`src/rtl/core/hsfc_pkg.sv`:
```
`timescale 1ns / 1ps
// ----------------------------------------------------------------------------
// hsfc_pkg
// Shared types, constants and the CRC-8 and divide-by-65535 helpers used by
// the humidity sensor frame checker.
// ----------------------------------------------------------------------------
package hsfc_pkg;

  typedef enum logic [1:0] {
    STATUS_OK       = 2'd0,
    STATUS_BUS_FAIL = 2'd1,
    STATUS_CRC_FAIL = 2'd2
  } status_t;

  typedef struct packed {
    status_t     status;
    logic [15:0] raw_t;
    logic [15:0] raw_h;
  } hsfc_entry_t;

  localparam int unsigned QUEUE_DEPTH = 2;

  localparam logic [7:0]  CRC_INIT = 8'hFF;
  localparam logic [7:0]  CRC_POLY = 8'h31;

  localparam logic [14:0] TEMP_SPAN   = 15'd17500;
  localparam logic [14:0] HUM_SPAN    = 15'd10000;
  localparam logic [15:0] TEMP_OFFSET = 16'd4500;
  localparam logic [14:0] TEMP_RESET  = 15'd2550;
  localparam logic [13:0] HUM_RESET   = 14'd6000;
  localparam logic [13:0] HUM_MAX     = 14'd10000;
  localparam logic [14:0] TEMP_MAX    = 15'd13000;
  localparam logic [16:0] FULL_SCALE  = 17'd65535;

  // CRC-8, MSB first, over the high byte and then the low byte.
  // The shifts are linear, so synthesis reduces this to an XOR network.
  function automatic logic [7:0] crc8_word(input logic [7:0] hi, input logic [7:0] lo);
    logic [7:0]  crc;
    logic [15:0] data;
    crc  = CRC_INIT;
    data = {hi, lo};
    for (int i = 15; i >= 0; i--) begin
      if (crc[7] ^ data[i]) begin
        crc = {crc[6:0], 1'b0} ^ CRC_POLY;
      end else begin
        crc = {crc[6:0], 1'b0};
      end
    end
    return crc;
  endfunction

  // floor(p / 65535) for p up to 17500 * 65535. Since 65536 = 65535 + 1,
  // p >> 16 is off by at most one and the remainder estimate says when.
  function automatic logic [14:0] div_full_scale(input logic [30:0] p);
    logic [14:0] q0;
    logic [16:0] r0;
    q0 = p[30:16];
    r0 = {1'b0, p[15:0]} + {2'b00, q0};
    if (r0 >= FULL_SCALE) begin
      return q0 + 15'd1;
    end
    return q0;
  endfunction

endpackage

```
`src/rtl/core/hsfc_back.sv`:
```
`timescale 1ns / 1ps
// ----------------------------------------------------------------------------
// hsfc_back
// Scales the raw words to hundredths, keeps the held readings and drives the
// registered result word.
// ----------------------------------------------------------------------------
module hsfc_back import hsfc_pkg::*; (
  input  logic               clk,
  input  logic               rst,
  input  logic               q_valid,
  input  hsfc_entry_t        q_entry,
  output logic               q_pop,
  output logic               out_valid,
  input  logic               out_stall,
  output logic signed [14:0] temperature_centi,
  output logic [13:0]        humidity_centi,
  output logic [1:0]         status,
  output logic               ready_res,
  output logic signed [14:0] held_temperature,
  output logic [13:0]        held_humidity
);

  // Multiply stage.
  logic        a_valid;
  status_t     a_status;
  logic [30:0] a_prod_t;
  logic [30:0] a_prod_h;

  logic        out_ready;
  logic        a_ready;
  logic        a_move;

  logic [14:0]        q_t;
  logic [14:0]        q_h;
  logic signed [15:0] temp_wide;
  logic signed [14:0] held_temperature_next;
  logic [13:0]        held_humidity_next;

  assign out_ready = !out_valid || !out_stall;
  assign a_ready   = !a_valid || out_ready;
  assign q_pop     = a_ready;
  assign a_move    = a_valid && out_ready;

  always_ff @(posedge clk) begin
    if (rst) begin
      a_valid <= 1'b0;
    end else if (a_ready) begin
      a_valid <= q_valid;
    end
  end

  always_ff @(posedge clk) begin
    if (a_ready && q_valid) begin
      a_status <= q_entry.status;
      a_prod_t <= 31'(q_entry.raw_t) * 31'(TEMP_SPAN);
      a_prod_h <= 31'(q_entry.raw_h) * 31'(HUM_SPAN);
    end
  end

  assign q_t       = div_full_scale(a_prod_t);
  assign q_h       = div_full_scale(a_prod_h);
  assign temp_wide = $signed({1'b0, q_t}) - $signed(TEMP_OFFSET);

  always_comb begin
    if (a_status == STATUS_OK) begin
      held_temperature_next = temp_wide[14:0];
      held_humidity_next    = q_h[13:0];
    end else begin
      held_temperature_next = held_temperature;
      held_humidity_next    = held_humidity;
    end
  end

  always_ff @(posedge clk) begin
    if (rst) begin
      out_valid        <= 1'b0;
      held_temperature <= TEMP_RESET;
      held_humidity    <= HUM_RESET;
    end else begin
      if (out_ready) begin
        out_valid <= a_valid;
      end
      if (a_move) begin
        held_temperature <= held_temperature_next;
        held_humidity    <= held_humidity_next;
      end
    end
  end

  always_ff @(posedge clk) begin
    if (a_move) begin
      temperature_centi <= held_temperature_next;
      humidity_centi    <= held_humidity_next;
      status            <= a_status;
      ready_res         <= (a_status == STATUS_OK);
    end
  end

endmodule

```
`config.mk`:
```
export PLATFORM = sky130hd
export DESIGN_NAME = hsfc_back
export DESIGN_NICKNAME = d
export VERILOG_FILES = /design/src/rtl/core/hsfc_pkg.sv /design/src/rtl/core/hsfc_back.sv
export SDC_FILE = /design/constraint.sdc
export NUM_CORES = 1
export LEC_CHECK = 0
export BUFFER_PORTS_ARGS = -buffer_cell sky130_fd_sc_hd__buf_2
export CAP_MARGIN = 10
export CORE_MARGIN = 5
export CORE_UTILIZATION = 35
export DETAILED_ROUTE_END_ITERATION = 10
export GPL_ROUTABILITY_DRIVEN = 0
export GPL_TIMING_DRIVEN = 1
export HOLD_SLACK_MARGIN = 0.15
export PLACE_DENSITY = 0.53
export SETUP_SLACK_MARGIN = 0.05
export SKIP_LAST_GASP = 1
export SLEW_MARGIN = 20
export SYNTH_ARGS = -nofsm -noshare
export SYNTH_HDL_FRONTEND = slang
export SYNTH_SLANG_ARGS = --single-unit
```
`constraint.sdc`:
```
create_clock -name clk -period 8.6 [get_ports clk]
set_input_delay 0.86 -clock clk [delete_from_list [all_inputs] [get_ports clk]]
set_output_delay 0.86 -clock clk [all_outputs]
set_load 0.01 [all_outputs]
```
# After elaboration in Yosys (flattened, before gate mapping)
# Index checks and enable logic that the tools add are counted.
# word_totals
memories,0
in_bits,38
register_bits,120
latch_bits,0
rom_bits,0
wordCells,36
ramBits,0
output_inout_bits,63
# classes
n_mul,2
bitwise_logic,0
mux,8
div_mod_pow,0
add_sub_neg,5
n_reduce_logical,8
n_lt_le_gt_ge,2
n_shift,0
eq_ne,0
# ops
op,n
15-bit 2-to-1 mux,3
14-bit 2-to-1 mux,3
"17-bit by 16-bit >= comparator with 1-bit output, second input constant",2
"16-bit by 13-bit multiplier with 29-bit output, second input constant",1
"16-bit by 10-bit multiplier with 26-bit output, second input constant",1
16-bit by 14-bit adder with 17-bit output,1
16-bit by 15-bit adder with 17-bit output,1
"15-bit by 1-bit adder with 15-bit output, second input constant",1
"15-bit by 13-bit subtractor with 15-bit output, second input constant",1
"14-bit by 1-bit adder with 14-bit output, second input constant",1
1-bit zero test,3
1-bit logical AND,2
2-bit zero test,1
1-bit logical OR,2
1-bit 2-to-1 mux,2

# Logic depth before layout (Yosys ltp)
# Gate-level depths: netlist of run 1.
# depth
depth_word,6
depth_mapped,21
mapped_depth_nobuf,21

# Worst setup path before layout of run 1
# OpenSTA, ideal clock, no wires.
# synth_path
kind,input to register
startpoint,input q_entry[19] (netlist bit)
endpoint,register a_prod_t[30] (data pin)
setup_ns,0.254
stages,21
required_ns,8.346
setup_slack_ns,3.041
n_path_buf,0
arrival_time_ns,5.305
cell_sequence,ha_1 > inv_1 > fa_1 > inv_1 > ha_1 > ha_1 > inv_1 > fa_1 > inv_1 > fa_1 > a21o_1 > a21oi_1 > o21bai_1 > a21oi_1 > o21bai_1 > a21o_1 > o21ai_0 > a31oi_1 > a2111oi_0 > o21bai_1 > a21o_1
# synth_between
elab_chain_cells,1
# synth_rtl
item,line_no,source
start: declaration,hsfc_back.sv:11,"input hsfc_entry_t q_entry,"
16-bit by 13-bit multiplier with 29-bit output,hsfc_back.sv:55,a_prod_t <= 31'(q_entry.raw_t) * 31'(TEMP_SPAN);
end signal: assignment,hsfc_back.sv:55,
end: declaration,hsfc_back.sv:26,logic [30:0] a_prod_t;
# No other way between the ends.
# A chain may end at the register's enable or synchronous reset.

# Worst setup path in the final report of run 1
# layout_path
startpoint,input q_entry[20] (netlist bit)
endpoint,register a_prod_t[30] (data pin)
# The elaborated chain is that of the path after synthesis.

==> flow_summary.ini, run 1 <==
[worst_setup_path]
crit_required_ps = 8780
worstSetupStartpoint = q_entry[20]
worst-r2r-setup-slack_ps = 3470
crit_path_start_kind = input port
worstPathMaxFanout = 5
worst-endpoint-arrival_ps = 5900
regToRegEndpoint = temperature_centi[10]
endpoint = a_prod_t[30]
timing.setup.critical_path_class = in -> reg
worst_setup_path_end_kind = flip-flop
crit-reg2reg-launch = a_prod_t[18]
worstRegToRegCells = 18

[finish]
final_common_cell = sky130_fd_sc_hd__inv_1
layout-area-overhead-vs-synth_pct = 13.6
antenna_cells_inserted = 0
mostFrequentLayoutCells = sky130_fd_sc_hd__inv_1 (237), sky130_fd_sc_hd__ha_1 (194), sky130_fd_sc_hd__buf_2 (100), sky130_fd_sc_hd__edfxtp_1 (89), sky130_fd_sc_hd__nand2_1 (86)
layout.filler_cells = 3460
finish.net_count = 1673
layout_cells_sized_above_1_pct = 11.2

[clock_network]
tritoncts = yes
numClockSinks = 120
clkTransAtPathRegs_ps = 60
hold_buffers = 0
clkLatencyLatePin_ps = 420
cts.repair.resized = 0
cts-htree-levels = 4
post_cts_buffers = 0
cts_inserted_buffers = 17
clockRootBuffer = sky130_fd_sc_hd__clkbuf_16
clock_tree.buffer_depth = 2

[sta]
max_transition_margin_pct = 50.7
finalCritPeriodShare_pct = 66.4
grt_setup_unrepaired = false
period_needed_ps = 5710
clock-skew-final_ps = 8.01
hold_viol_final = 0
achievable-frequency_ghz = 0.175
finalSetupViolations = 0
worstMarginPinSlew_ps = 739
timing.setup.tns_ps = 0
finalWorstSetupSlack_ps = 2890
drv_slew = 0

[floorplan]
chipHeight_um = 196
chipWidth_um = 196
core.rowCount = 68
boundaryPins = 101
floorplan.initialDensity_pct = 35.3
fp.dieArea_mm2 = 0.0385
core-area_mm2 = 0.0344

[grt]
grt_max_degree = 58
grt.overflow.total = 0
grt_usage_pct = 14.0
grt_first_pass_wirelength_mm = 43.9
antenna_found_initial = 0
grt_pass1_vias = 8397

[routing]
drt-total-wl_mm = 26.3
viasPerCell = 4.79
vias = 8757
routed_wire_length_per_instance_um = 14.4
drt_iter0_drc = 366
drc = 0
drt_pre_antenna_iters = 5
route.antenna.remaining_nets = 0

[yosys]
xor_xnor_share_of_the_synthesized_area_pct = 6.14
synth_area_mm2 = 0.0121
synth-edff-count = 89
ys.warnings.count = 0
seq_area_frac_synth_pct = 27.2
synth_simple_gate_area_share_pct = 10.5
synth_top_family_by_area = adder cells
synth.mux.area_fraction_pct = 0.702
async_reset_ff_share_pct = 0
postSynthRegisterBits = 120
mapped_avg_cell_area_um2 = 9.64
netlist_instances = 1258
synth.net_count = 1572
synth_cell_type_count = 72
synthFlopType = sky130_fd_sc_hd__edfxtp_1
synth_compound_gate_area_share_pct = 13.7
post_synth_fa_ha_maj_area_fraction_pct = 33.6

[worst_hold_path]
hp-class = reg -> reg

[power_and_ir_drop]
cellLeakagePower_nw = 6.56
power_per_cell_area_mw_per_mm2 = 310
ir_drop_mv = 0.150

[place]
dpl_worst_slack_ps = 2440
place.detailed.hpwl_mm = 21.8
io_buffer_count = 100

[outcome]
run_status = completed

[flow_run]
drv.max_cap_violation_count = 0
## how the worst min path moves through the flow
stage / startpoint / to / slack (ps) / depth (start not counted)
6_report: a_status[0] / status[0] / 440 / 0
5_1_grt: a_status[0] / status[0] / 460 / 0
4_1_cts: a_status[0] / status[0] / 440 / 0
3_5_place_dp: a_status[0] / status[0] / 430 / 0
3_3_place_gp: a_status[0] / status[0] / 430 / 0
2_1_floorplan: a_status[0] / status[0] / 420 / 0
## kinds of logic (layout without fill, tap and decap cells)
family | Yosys count | in the layout
adders and majority gates | 276 | 276
and+or+nand+nor | 265 | 265
buffers and inverters | 262 | 376
AOI/OAI and AO/OA | 242 | 242
DFF | 120 | 120
xor gates and xnor gates | 85 | 85
muxes | 8 | 8
## synth_stat cells (6+ instances only)
master,number,area share [%]
sky130_fd_sc_hd__o211ai_1,9,0.56
sky130_fd_sc_hd__a21o_1,30,1.9
sky130_fd_sc_hd__dfxtp_1,31,5.1
sky130_fd_sc_hd__and2_1,9,0.46
sky130_fd_sc_hd__and3_1,11,0.57
sky130_fd_sc_hd__inv_1,237,7.3
sky130_fd_sc_hd__fa_1,82,14
sky130_fd_sc_hd__nor4_1,7,0.36
sky130_fd_sc_hd__xnor2_1,60,4.3
sky130_fd_sc_hd__o21a_1,8,0.50
sky130_fd_sc_hd__ha_1,194,20
sky130_fd_sc_hd__a2111oi_0,8,0.58
sky130_fd_sc_hd__nor3_1,19,0.78
sky130_fd_sc_hd__xor2_1,25,1.8
sky130_fd_sc_hd__or3_1,8,0.41
sky130_fd_sc_hd__edfxtp_1,89,22
sky130_fd_sc_hd__a211oi_1,20,1.2
sky130_fd_sc_hd__a31oi_1,10,0.52
sky130_fd_sc_hd__o21ai_0,43,1.8
sky130_fd_sc_hd__o21bai_1,15,0.93
sky130_fd_sc_hd__a21oi_1,51,2.1
sky130_fd_sc_hd__nand3_1,34,1.4
sky130_fd_sc_hd__nand2_1,86,2.7
sky130_fd_sc_hd__nor2_1,55,1.7
sky130_fd_sc_hd__o31ai_1,6,0.37
sky130_fd_sc_hd__clkbuf_1,19,0.59
sky130_fd_sc_hd__or4_1,9,0.56
## stage by stage
step | area [um^2] | power (W) | util, % | hold slack [ps] | cells
after detailed placement | 13100 | 0.00353 | 38.2 | 425 | 1795
after global routing | 13800 | 0.00470 | 40.1 | 465 | 1827
after CTS | 13800 | 0.00432 | 40.1 | 439 | 1827
after global placement | 13100 | 0.00352 | 38.2 | 434 | 1795
final | 13800 | 0.00427 | 40.1 | 437 | 1827
after floorplan | 12100 | 0.00292 | - | 417 | 1258
## area by class of cell
cell class,count,area [um^2],share of cell area (%)
inverters,239,897,6.52
well taps,455,569,4.13
multi-input cells,876,7840,56.9
clock buffers,19,454,3.30
clock inverters,13,180,1.31
repair buffers,105,538,3.91
flip-flops and latches,120,3290,23.9
## metal layers
metal / global-route usage [%] / vias to the layer above / share of wire, %
li1: - / 4543 / -
met1: 21.1 / 4040 / 53
met2: 20.5 / 154 / 42
met3: 2.01 / 20 / 3.8
met4: 4.42 / 0 / 1.6
met5: 0 / - / 0
## critical path, cell delays in order
cell                        delay, ps
sky130_fd_sc_hd__buf_2            150
sky130_fd_sc_hd__ha_1             280
sky130_fd_sc_hd__inv_1             50
sky130_fd_sc_hd__fa_1             490
sky130_fd_sc_hd__inv_1             40
sky130_fd_sc_hd__ha_1             280
sky130_fd_sc_hd__ha_1             280
sky130_fd_sc_hd__inv_1             50
sky130_fd_sc_hd__fa_1             540
sky130_fd_sc_hd__inv_1             70
sky130_fd_sc_hd__fa_1             450
sky130_fd_sc_hd__a21o_1           170
sky130_fd_sc_hd__a21oi_1          220
sky130_fd_sc_hd__o21bai_1          90
sky130_fd_sc_hd__a21oi_1          220
sky130_fd_sc_hd__o21bai_1         110
sky130_fd_sc_hd__a21o_1           190
sky130_fd_sc_hd__o21ai_0          200
sky130_fd_sc_hd__a31oi_1          200
sky130_fd_sc_hd__a2111oi_0        590
sky130_fd_sc_hd__o21bai_1         150
sky130_fd_sc_hd__a21o_1           190
## state kept, by name, summed over array words and instances, names as in the netlist
register,flops
humidity_centi,14
held_humidity,14
ready_res,1
a_prod_t,29
status,2
held_temperature,15
a_prod_h,26
temperature_centi,15
a_valid,1
out_valid,1
a_status,2
## where the power goes
| group | switching [W] | internal, W | leakage, nW |
|---|---|---|---|
| Combinational | 0.00142 | 0.00108 | 5.15 |
| Clock | 0.000282 | 0.000481 | 0.311 |
| Sequential | 0.000152 | 0.000856 | 1.11 |
| Total | 0.00185 | 0.00242 | 6.56 |
No activity file was read; power rests on OpenSTA's default activity.
==> inputs of run 2 (changes only) <==
--- a/config.mk
+++ b/config.mk
@@ -5,6 +5,7 @@
 export SDC_FILE = /design/constraint.sdc
 export NUM_CORES = 1
 export LEC_CHECK = 0
+export ABC_AREA = 1
 export BUFFER_PORTS_ARGS = -buffer_cell sky130_fd_sc_hd__buf_2
 export CAP_MARGIN = 10
 export CORE_MARGIN = 5
==> constraint.sdc (replaced) <==
create_clock -name clk -period 5.9 [get_ports clk]
set_input_delay 0.59 -clock clk [delete_from_list [all_inputs] [get_ports clk]]
set_output_delay 0.59 -clock clk [all_outputs]
set_load 0.01 [all_outputs]
==> run 2 against run 1 <==
Clock power up 38%. Critical endpoint is now a_prod_t[27]. Register-to-register slack got worse by 1400 ps. Clock skew rose by 3.0 ps. Sequential power grew 45%. Via count is 4.7% higher. Largest power group unchanged. Worst setup slack lost 2000 ps.
==> flow_summary.ini, run 2 <==
[clock_network]
cts.repair.resized = 0
clockRootBuffer = sky130_fd_sc_hd__clkbuf_16
post_cts_buffers = 0
clkTransAtPathRegs_ps = 60
hold_buffers = 0
clock_tree.buffer_depth = 2
numClockSinks = 120
cts_inserted_buffers = 17
clkLatencyLatePin_ps = 420
tritoncts = yes
cts-htree-levels = 4

[yosys]
share_of_yosys_cell_area_claimed_by_the_top_area_cell_type_pct = 21.9
synth_simple_gate_area_share_pct = 16.9
synth-edff-count = 89
mapped_avg_cell_area_um2 = 8.46
async_reset_ff_share_pct = 0
synth_top_cells_by_area = sky130_fd_sc_hd__edfxtp_1 (22%), sky130_fd_sc_hd__ha_1 (20%), sky130_fd_sc_hd__fa_1 (13%), sky130_fd_sc_hd__inv_1 (10%), sky130_fd_sc_hd__nand2_1 (8.3%)
synth_compound_gate_area_share_pct = 7.06
synthFlopType = sky130_fd_sc_hd__edfxtp_1
synth.mux.area_fraction_pct = 0
xor_xnor_share_of_the_synthesized_area_pct = 4.81
synth_area_mm2 = 0.0122
synth_top_family_by_area = adder cells
ys.warnings.count = 0
synth.most_common_cell = sky130_fd_sc_hd__inv_1
seq_area_frac_synth_pct = 27.0
synth_commonest_cells = sky130_fd_sc_hd__inv_1 (325), sky130_fd_sc_hd__nand2_1 (269), sky130_fd_sc_hd__ha_1 (194), sky130_fd_sc_hd__edfxtp_1 (89), sky130_fd_sc_hd__fa_1 (82)
synth_cell_type_count = 41
post_synth_fa_ha_maj_area_fraction_pct = 33.3
netlist_instances = 1443
synth_area_leader_cell = sky130_fd_sc_hd__edfxtp_1
synth.net_count = 1757
postSynthRegisterBits = 120

[worst_hold_path]
hp-class = in -> reg

[worst_setup_path]
timing.critical_path.cells = buf_2 -> ha_1 -> inv_1 -> fa_1 -> inv_1 -> ha_1 -> ha_1 -> inv_1 -> fa_1 -> inv_1 -> ha_1 -> nand3_1 -> nand2_1 -> a21o_1 -> a21oi_1 -> o21ai_0 -> a21oi_1 -> o21ai_0 -> a21oi_1 -> o21ai_0 -> a31oi_1 -> xor2_1
timing.setup.critical_path_class = in -> reg
critical-path-max-stage-delay_ps = 520
worst-r2r-setup-slack_ps = 2030
crit_path_start_kind = input port
critical_path.slowest_cell = sky130_fd_sc_hd__fa_1
critical-path-top-delay-family = adder cells
worstPathMaxFanout = 5
worst_setup_path_end_kind = flip-flop
critical_path_buf_inv_count = 5
worst-endpoint-arrival_ps = 5220
crit_required_ps = 6060

[sta]
achievable-frequency_ghz = 0.198
worstMarginPinSlew_ps = 767
hold_viol_final = 0
max_transition_margin_pct = 48.8
drv_slew = 0
finalCritPeriodShare_pct = 85.6
hold_ws_ps = 347
period_needed_ps = 5050
timing.setup.tns_ps = 0
grt_setup_unrepaired = false
clock-skew-final_ps = 11.0
finalSetupViolations = 0

[finish]
final_area_mm2 = 0.0138
largest_regs = a_prod_t (29), a_prod_h (26)
top_register = a_prod_t
antenna_cells_inserted = 0
mostFrequentLayoutCells = sky130_fd_sc_hd__inv_1 (324), sky130_fd_sc_hd__nand2_1 (269), sky130_fd_sc_hd__ha_1 (194), sky130_fd_sc_hd__buf_2 (100), sky130_fd_sc_hd__edfxtp_1 (89)
largest_reg_flops = 29
final_common_cell = sky130_fd_sc_hd__inv_1
layout-area-overhead-vs-synth_pct = 13.2
finalNonFillerCells = 2016
layout_cells_sized_above_1_pct = 11.3
finish.net_count = 1862

[routing]
drt-total-wl_mm = 26.5
route.antenna.remaining_nets = 0
drt_pre_antenna_iters = 5
routed_wire_length_per_instance_um = 13.1
vias = 9166
drt_iter0_drc = 347
viasPerCell = 4.55
drc = 0

[floorplan]
floorplan.initialDensity_pct = 35.4
chipHeight_um = 197
boundaryPins = 101
core-area_mm2 = 0.0345
fp.dieArea_mm2 = 0.0387
chipWidth_um = 197
core.rowCount = 68

[power_and_ir_drop]
power_per_cell_area_mw_per_mm2 = 448
ir_drop_mv = 0.266
cellLeakagePower_nw = 7.21

[flow_run]
drv.max_cap_violation_count = 0

[grt]
grt_max_degree = 71
grt.overflow.total = 0
grt_usage_pct = 14.1
grt_first_pass_wirelength_mm = 45.0
antenna_found_initial = 0
grt_pass1_vias = 9093

[outcome]
run_status = completed

[place]
place.detailed.hpwl_mm = 22.0
io_buffer_count = 100
dp.cells = 1984
place_area_mm2 = 0.0132
-- run 2: final timing paths --
path	start	end	depth (start not counted)
max	q_entry[20]	a_prod_t[27]	22
max reg2reg	a_prod_t[18]	temperature_centi[14]	24
min reg2reg	out_valid	out_valid	2
min	q_entry[32]	a_status[0]	1
-- run 2: kinds of logic after synthesis --
family | after synthesis
compound gates | 159
xor+xnor | 67
fa+ha+maj | 276
buf+inv | 348
flops | 120
simple gates | 473
-- run 2: area by class of cell --
class / count / area [um^2]
Clock buffer: 20 / 457
Clock inverter: 12 / 136
Fill cell: 3509 / 20600
Inverter: 331 / 1240
Multi-Input combinational cell: 975 / 7600
Sequential cell: 120 / 3290
Tap cell: 455 / 569
Timing Repair Buffer: 103 / 523
-- run 2: through the flow --
stage          power (W)  setup WS [ps]  utilization [%]
6_report         0.00619            847             40.1
2_1_floorplan    0.00428            962                -
3_3_place_gp     0.00513            462             38.4
3_5_place_dp     0.00516            370             38.4
4_1_cts          0.00625            813             40.1
5_1_grt          0.00690            503             40.1
-- run 2: report_power, final --
group / switching [W] / leakage (nW) / internal [W]
Clock: 0.000396 / 0.293 / 0.000650
Sequential: 0.000190 / 1.11 / 0.00127
Combinational: 0.00227 / 5.81 / 0.00141
-- run 2: metal layers --
layer	GRT usage, %	share of wire [%]
met5	0	0
met4	3.18	1.5
met3	2.26	3.8
met2	21.5	42
met1	21.1	53
==> inputs of run 3 (changes only) <==
--- a/config.mk
+++ b/config.mk
@@ -8,13 +8,16 @@
 export ABC_AREA = 1
 export BUFFER_PORTS_ARGS = -buffer_cell sky130_fd_sc_hd__buf_2
 export CAP_MARGIN = 10
+export CELL_PAD_IN_SITES_DETAIL_PLACEMENT = 1
+export CELL_PAD_IN_SITES_GLOBAL_PLACEMENT = 1
 export CORE_MARGIN = 5
 export CORE_UTILIZATION = 35
 export DETAILED_ROUTE_END_ITERATION = 10
 export GPL_ROUTABILITY_DRIVEN = 0
 export GPL_TIMING_DRIVEN = 1
 export HOLD_SLACK_MARGIN = 0.15
-export PLACE_DENSITY = 0.53
+export PLACE_DENSITY = 0.66
+export REMOVE_ABC_BUFFERS = 1
 export SETUP_SLACK_MARGIN = 0.05
 export SKIP_LAST_GASP = 1
 export SLEW_MARGIN = 20
==> run 3 against run 2 <==
Critical endpoint unchanged. Clock power is 5% lower. Sequential power hardly changed. Hold slack worse by 7.9 ps. Worst setup slack worse by 58 ps. Global-route usage is 1.9 points higher. Core utilization is 0.11 points lower. Non-clock buffer count is 1 lower. Sequential share of layout area is 0.065 points higher.
==> flow_summary.ini, run 3 (synthesis results as in run 2) <==
[worst_setup_path]
worst_setup_path_end_kind = flip-flop
crit_path_start_kind = input port
critical-path-max-stage-delay_ps = 530
critical_path_buf_inv_count = 5
critical_path.slowest_cell = sky130_fd_sc_hd__fa_1
worstPathMaxFanout = 5
critical-path-top-delay-family = adder cells
timing.setup.critical_path_class = in -> reg
timing.critical_path.cells = buf_2 -> ha_1 -> inv_1 -> fa_1 -> inv_1 -> ha_1 -> ha_1 -> inv_1 -> fa_1 -> inv_1 -> ha_1 -> nand3_1 -> nand2_1 -> a21o_1 -> a21oi_1 -> o21ai_0 -> a21oi_1 -> o21ai_0 -> a21oi_1 -> o21ai_0 -> a31oi_1 -> xor2_1
crit_required_ps = 6070
cp.depth = 22
worst-endpoint-arrival_ps = 5280
worstRegToRegCells = 23

[clock_network]
clkTransAtPathRegs_ps = 60
cts_inserted_buffers = 17
hold_buffers = 0
clkLatencyLatePin_ps = 430
numClockSinks = 120
cts-htree-levels = 4
clock_tree.buffer_depth = 2
cts.repair.resized = 0
post_cts_buffers = 0
clockRootBuffer = sky130_fd_sc_hd__clkbuf_16
tritoncts = yes

[sta]
timing.setup.tns_ps = 0
grt_setup_unrepaired = false
worstMarginPinSlew_ps = 915
period_needed_ps = 5110
finalSetupViolations = 0
hold_ws_ps = 339
hold_viol_final = 0
max_transition_margin_pct = 38.9
finalCritPeriodShare_pct = 86.6
drv_slew = 0
achievable-frequency_ghz = 0.196
clock-skew-final_ps = 11.8

[finish]
area_of_the_multi_input_gates_mm2 = 0.00760
layout-area-overhead-vs-synth_pct = 12.9
finalNonFillerCells = 2015
final_common_cell = sky130_fd_sc_hd__inv_1
seqCellArea_mm2 = 0.00329
layout_cells_sized_above_1_pct = 11.3
antenna_cells_inserted = 0
top_register = a_prod_t
largest_regs = a_prod_t (29), a_prod_h (26)
final_area_mm2 = 0.0138
largest_reg_flops = 29
mostFrequentLayoutCells = sky130_fd_sc_hd__inv_1 (324), sky130_fd_sc_hd__nand2_1 (269), sky130_fd_sc_hd__ha_1 (194), sky130_fd_sc_hd__buf_2 (100), sky130_fd_sc_hd__edfxtp_1 (89)
finish.net_count = 1861
layout.filler_cells = 4150

[floorplan]
boundaryPins = 101
core.rowCount = 68
chipHeight_um = 197
floorplan.initialDensity_pct = 35.4
fp.dieArea_mm2 = 0.0387
chipWidth_um = 197
core-area_mm2 = 0.0345

[routing]
drt_iter0_drc = 317
vias = 9404
drt-total-wl_mm = 29.8
drc = 0
route.antenna.remaining_nets = 0
viasPerCell = 4.67
drt_pre_antenna_iters = 4
routed_wire_length_per_instance_um = 14.8

[power_and_ir_drop]
share_of_power_burned_in_registers_pct = 23.7
switching_share_pct = 47.5
netSwitchingPower_w = 0.00296
share_clk_of_total_power_pct = 16.0
cellLeakagePower_nw = 7.19
ir_drop_mv = 0.249
combPwrFrac_pct = 60.4
power_w = 0.00622
power_per_cell_area_mw_per_mm2 = 452
design_internal_power_w = 0.00326

[grt]
grt_first_pass_wirelength_mm = 51.0
grt_max_degree = 71
grt_pass1_vias = 10100
antenna_found_initial = 0
grt.overflow.total = 0
grt_usage_pct = 16.0

[place]
place_area_mm2 = 0.0132
io_buffer_count = 100
place.detailed.hpwl_mm = 25.1
dp.cells = 1983

[worst_hold_path]
whs_path_depth = 1
hp-class = in -> reg

[outcome]
run_status = completed

[flow_run]
drv.max_cap_violation_count = 0
## run 3: cell count changes in the layout (fill, tap and decap cells not counted), sizes merged
cell    previous run  this run
buf              103       102
clkbuf            20        19
bufinv             2         0
clkinv             4         7
## run 3: layer usage
metal  up-vias  track usage (%)  routed length [um]
li1       4813                -                   -
met1      4457             23.1               15100
met2       112             25.5               13300
met3        22             2.00                 849
met4         0             4.39                 495
met5         -                0                   0
## run 3: worst paths after layout
| path | startpoint | end | slack, ps |
|---|---|---|---|
| worst max-delay path | q_entry[19] | a_prod_t[27] | 790 |
| worst min-delay path | q_entry[32] | a_status[0] | 340 |
| worst max register to register | a_prod_t[18] | held_temperature[10] | 1950 |
| worst min register to register | out_valid | out_valid | 490 |
## run 3: through the flow
| step | utilization [%] | setup slack [ps] |
|---|---|---|
| detailed placement | 38.4 | 271 |
| floorplan | - | 962 |
| finish | 40.0 | 789 |
| global route | 40.0 | 380 |
| global placement | 38.4 | 458 |
| CTS | 40.0 | 720 |
## run 3: cell type report
cell class,instances,area share [%]
Multi-Input combinational cell,975,55.1
Tap cell,455,4.13
Inverter,331,9.02
Timing Repair Buffer,102,3.74
Clock buffer,19,3.30
Sequential cell,120,23.9
Clock inverter,13,0.781
## run 3: power by group through the flow
stage	combinational, W	sequential, W	clock [W]
finish	0.00376	0.00147	0.000993
global route	0.00438	0.00149	0.00106
CTS	0.00382	0.00147	0.00102
detailed placement	0.00379	0.00149	0
global placement	0.00366	0.00149	0
floorplan	0.00284	0.00141	0
## run 3: worst reg2reg max path, stage by stage (launching register included)
cell and delay (ps):
sky130_fd_sc_hd__edfxtp_1 450, sky130_fd_sc_hd__ha_1 300, sky130_fd_sc_hd__inv_1 80, sky130_fd_sc_hd__fa_1 370, sky130_fd_sc_hd__inv_1 170, sky130_fd_sc_hd__nand3_1 140
sky130_fd_sc_hd__nand2_2 110, sky130_fd_sc_hd__nand3_2 90, sky130_fd_sc_hd__nand3_2 100, sky130_fd_sc_hd__a21oi_1 60, sky130_fd_sc_hd__or2_2 400, sky130_fd_sc_hd__nand2_8 190
sky130_fd_sc_hd__nand2_1 70, sky130_fd_sc_hd__nand2_1 160, sky130_fd_sc_hd__inv_1 80, sky130_fd_sc_hd__ha_1 230, sky130_fd_sc_hd__o21ai_2 220, sky130_fd_sc_hd__nand3_2 150
sky130_fd_sc_hd__nand2_1 90, sky130_fd_sc_hd__nand2_1 50, sky130_fd_sc_hd__nand3_1 110, sky130_fd_sc_hd__nand3_1 90, sky130_fd_sc_hd__nand2_1 100, sky130_fd_sc_hd__inv_1 40
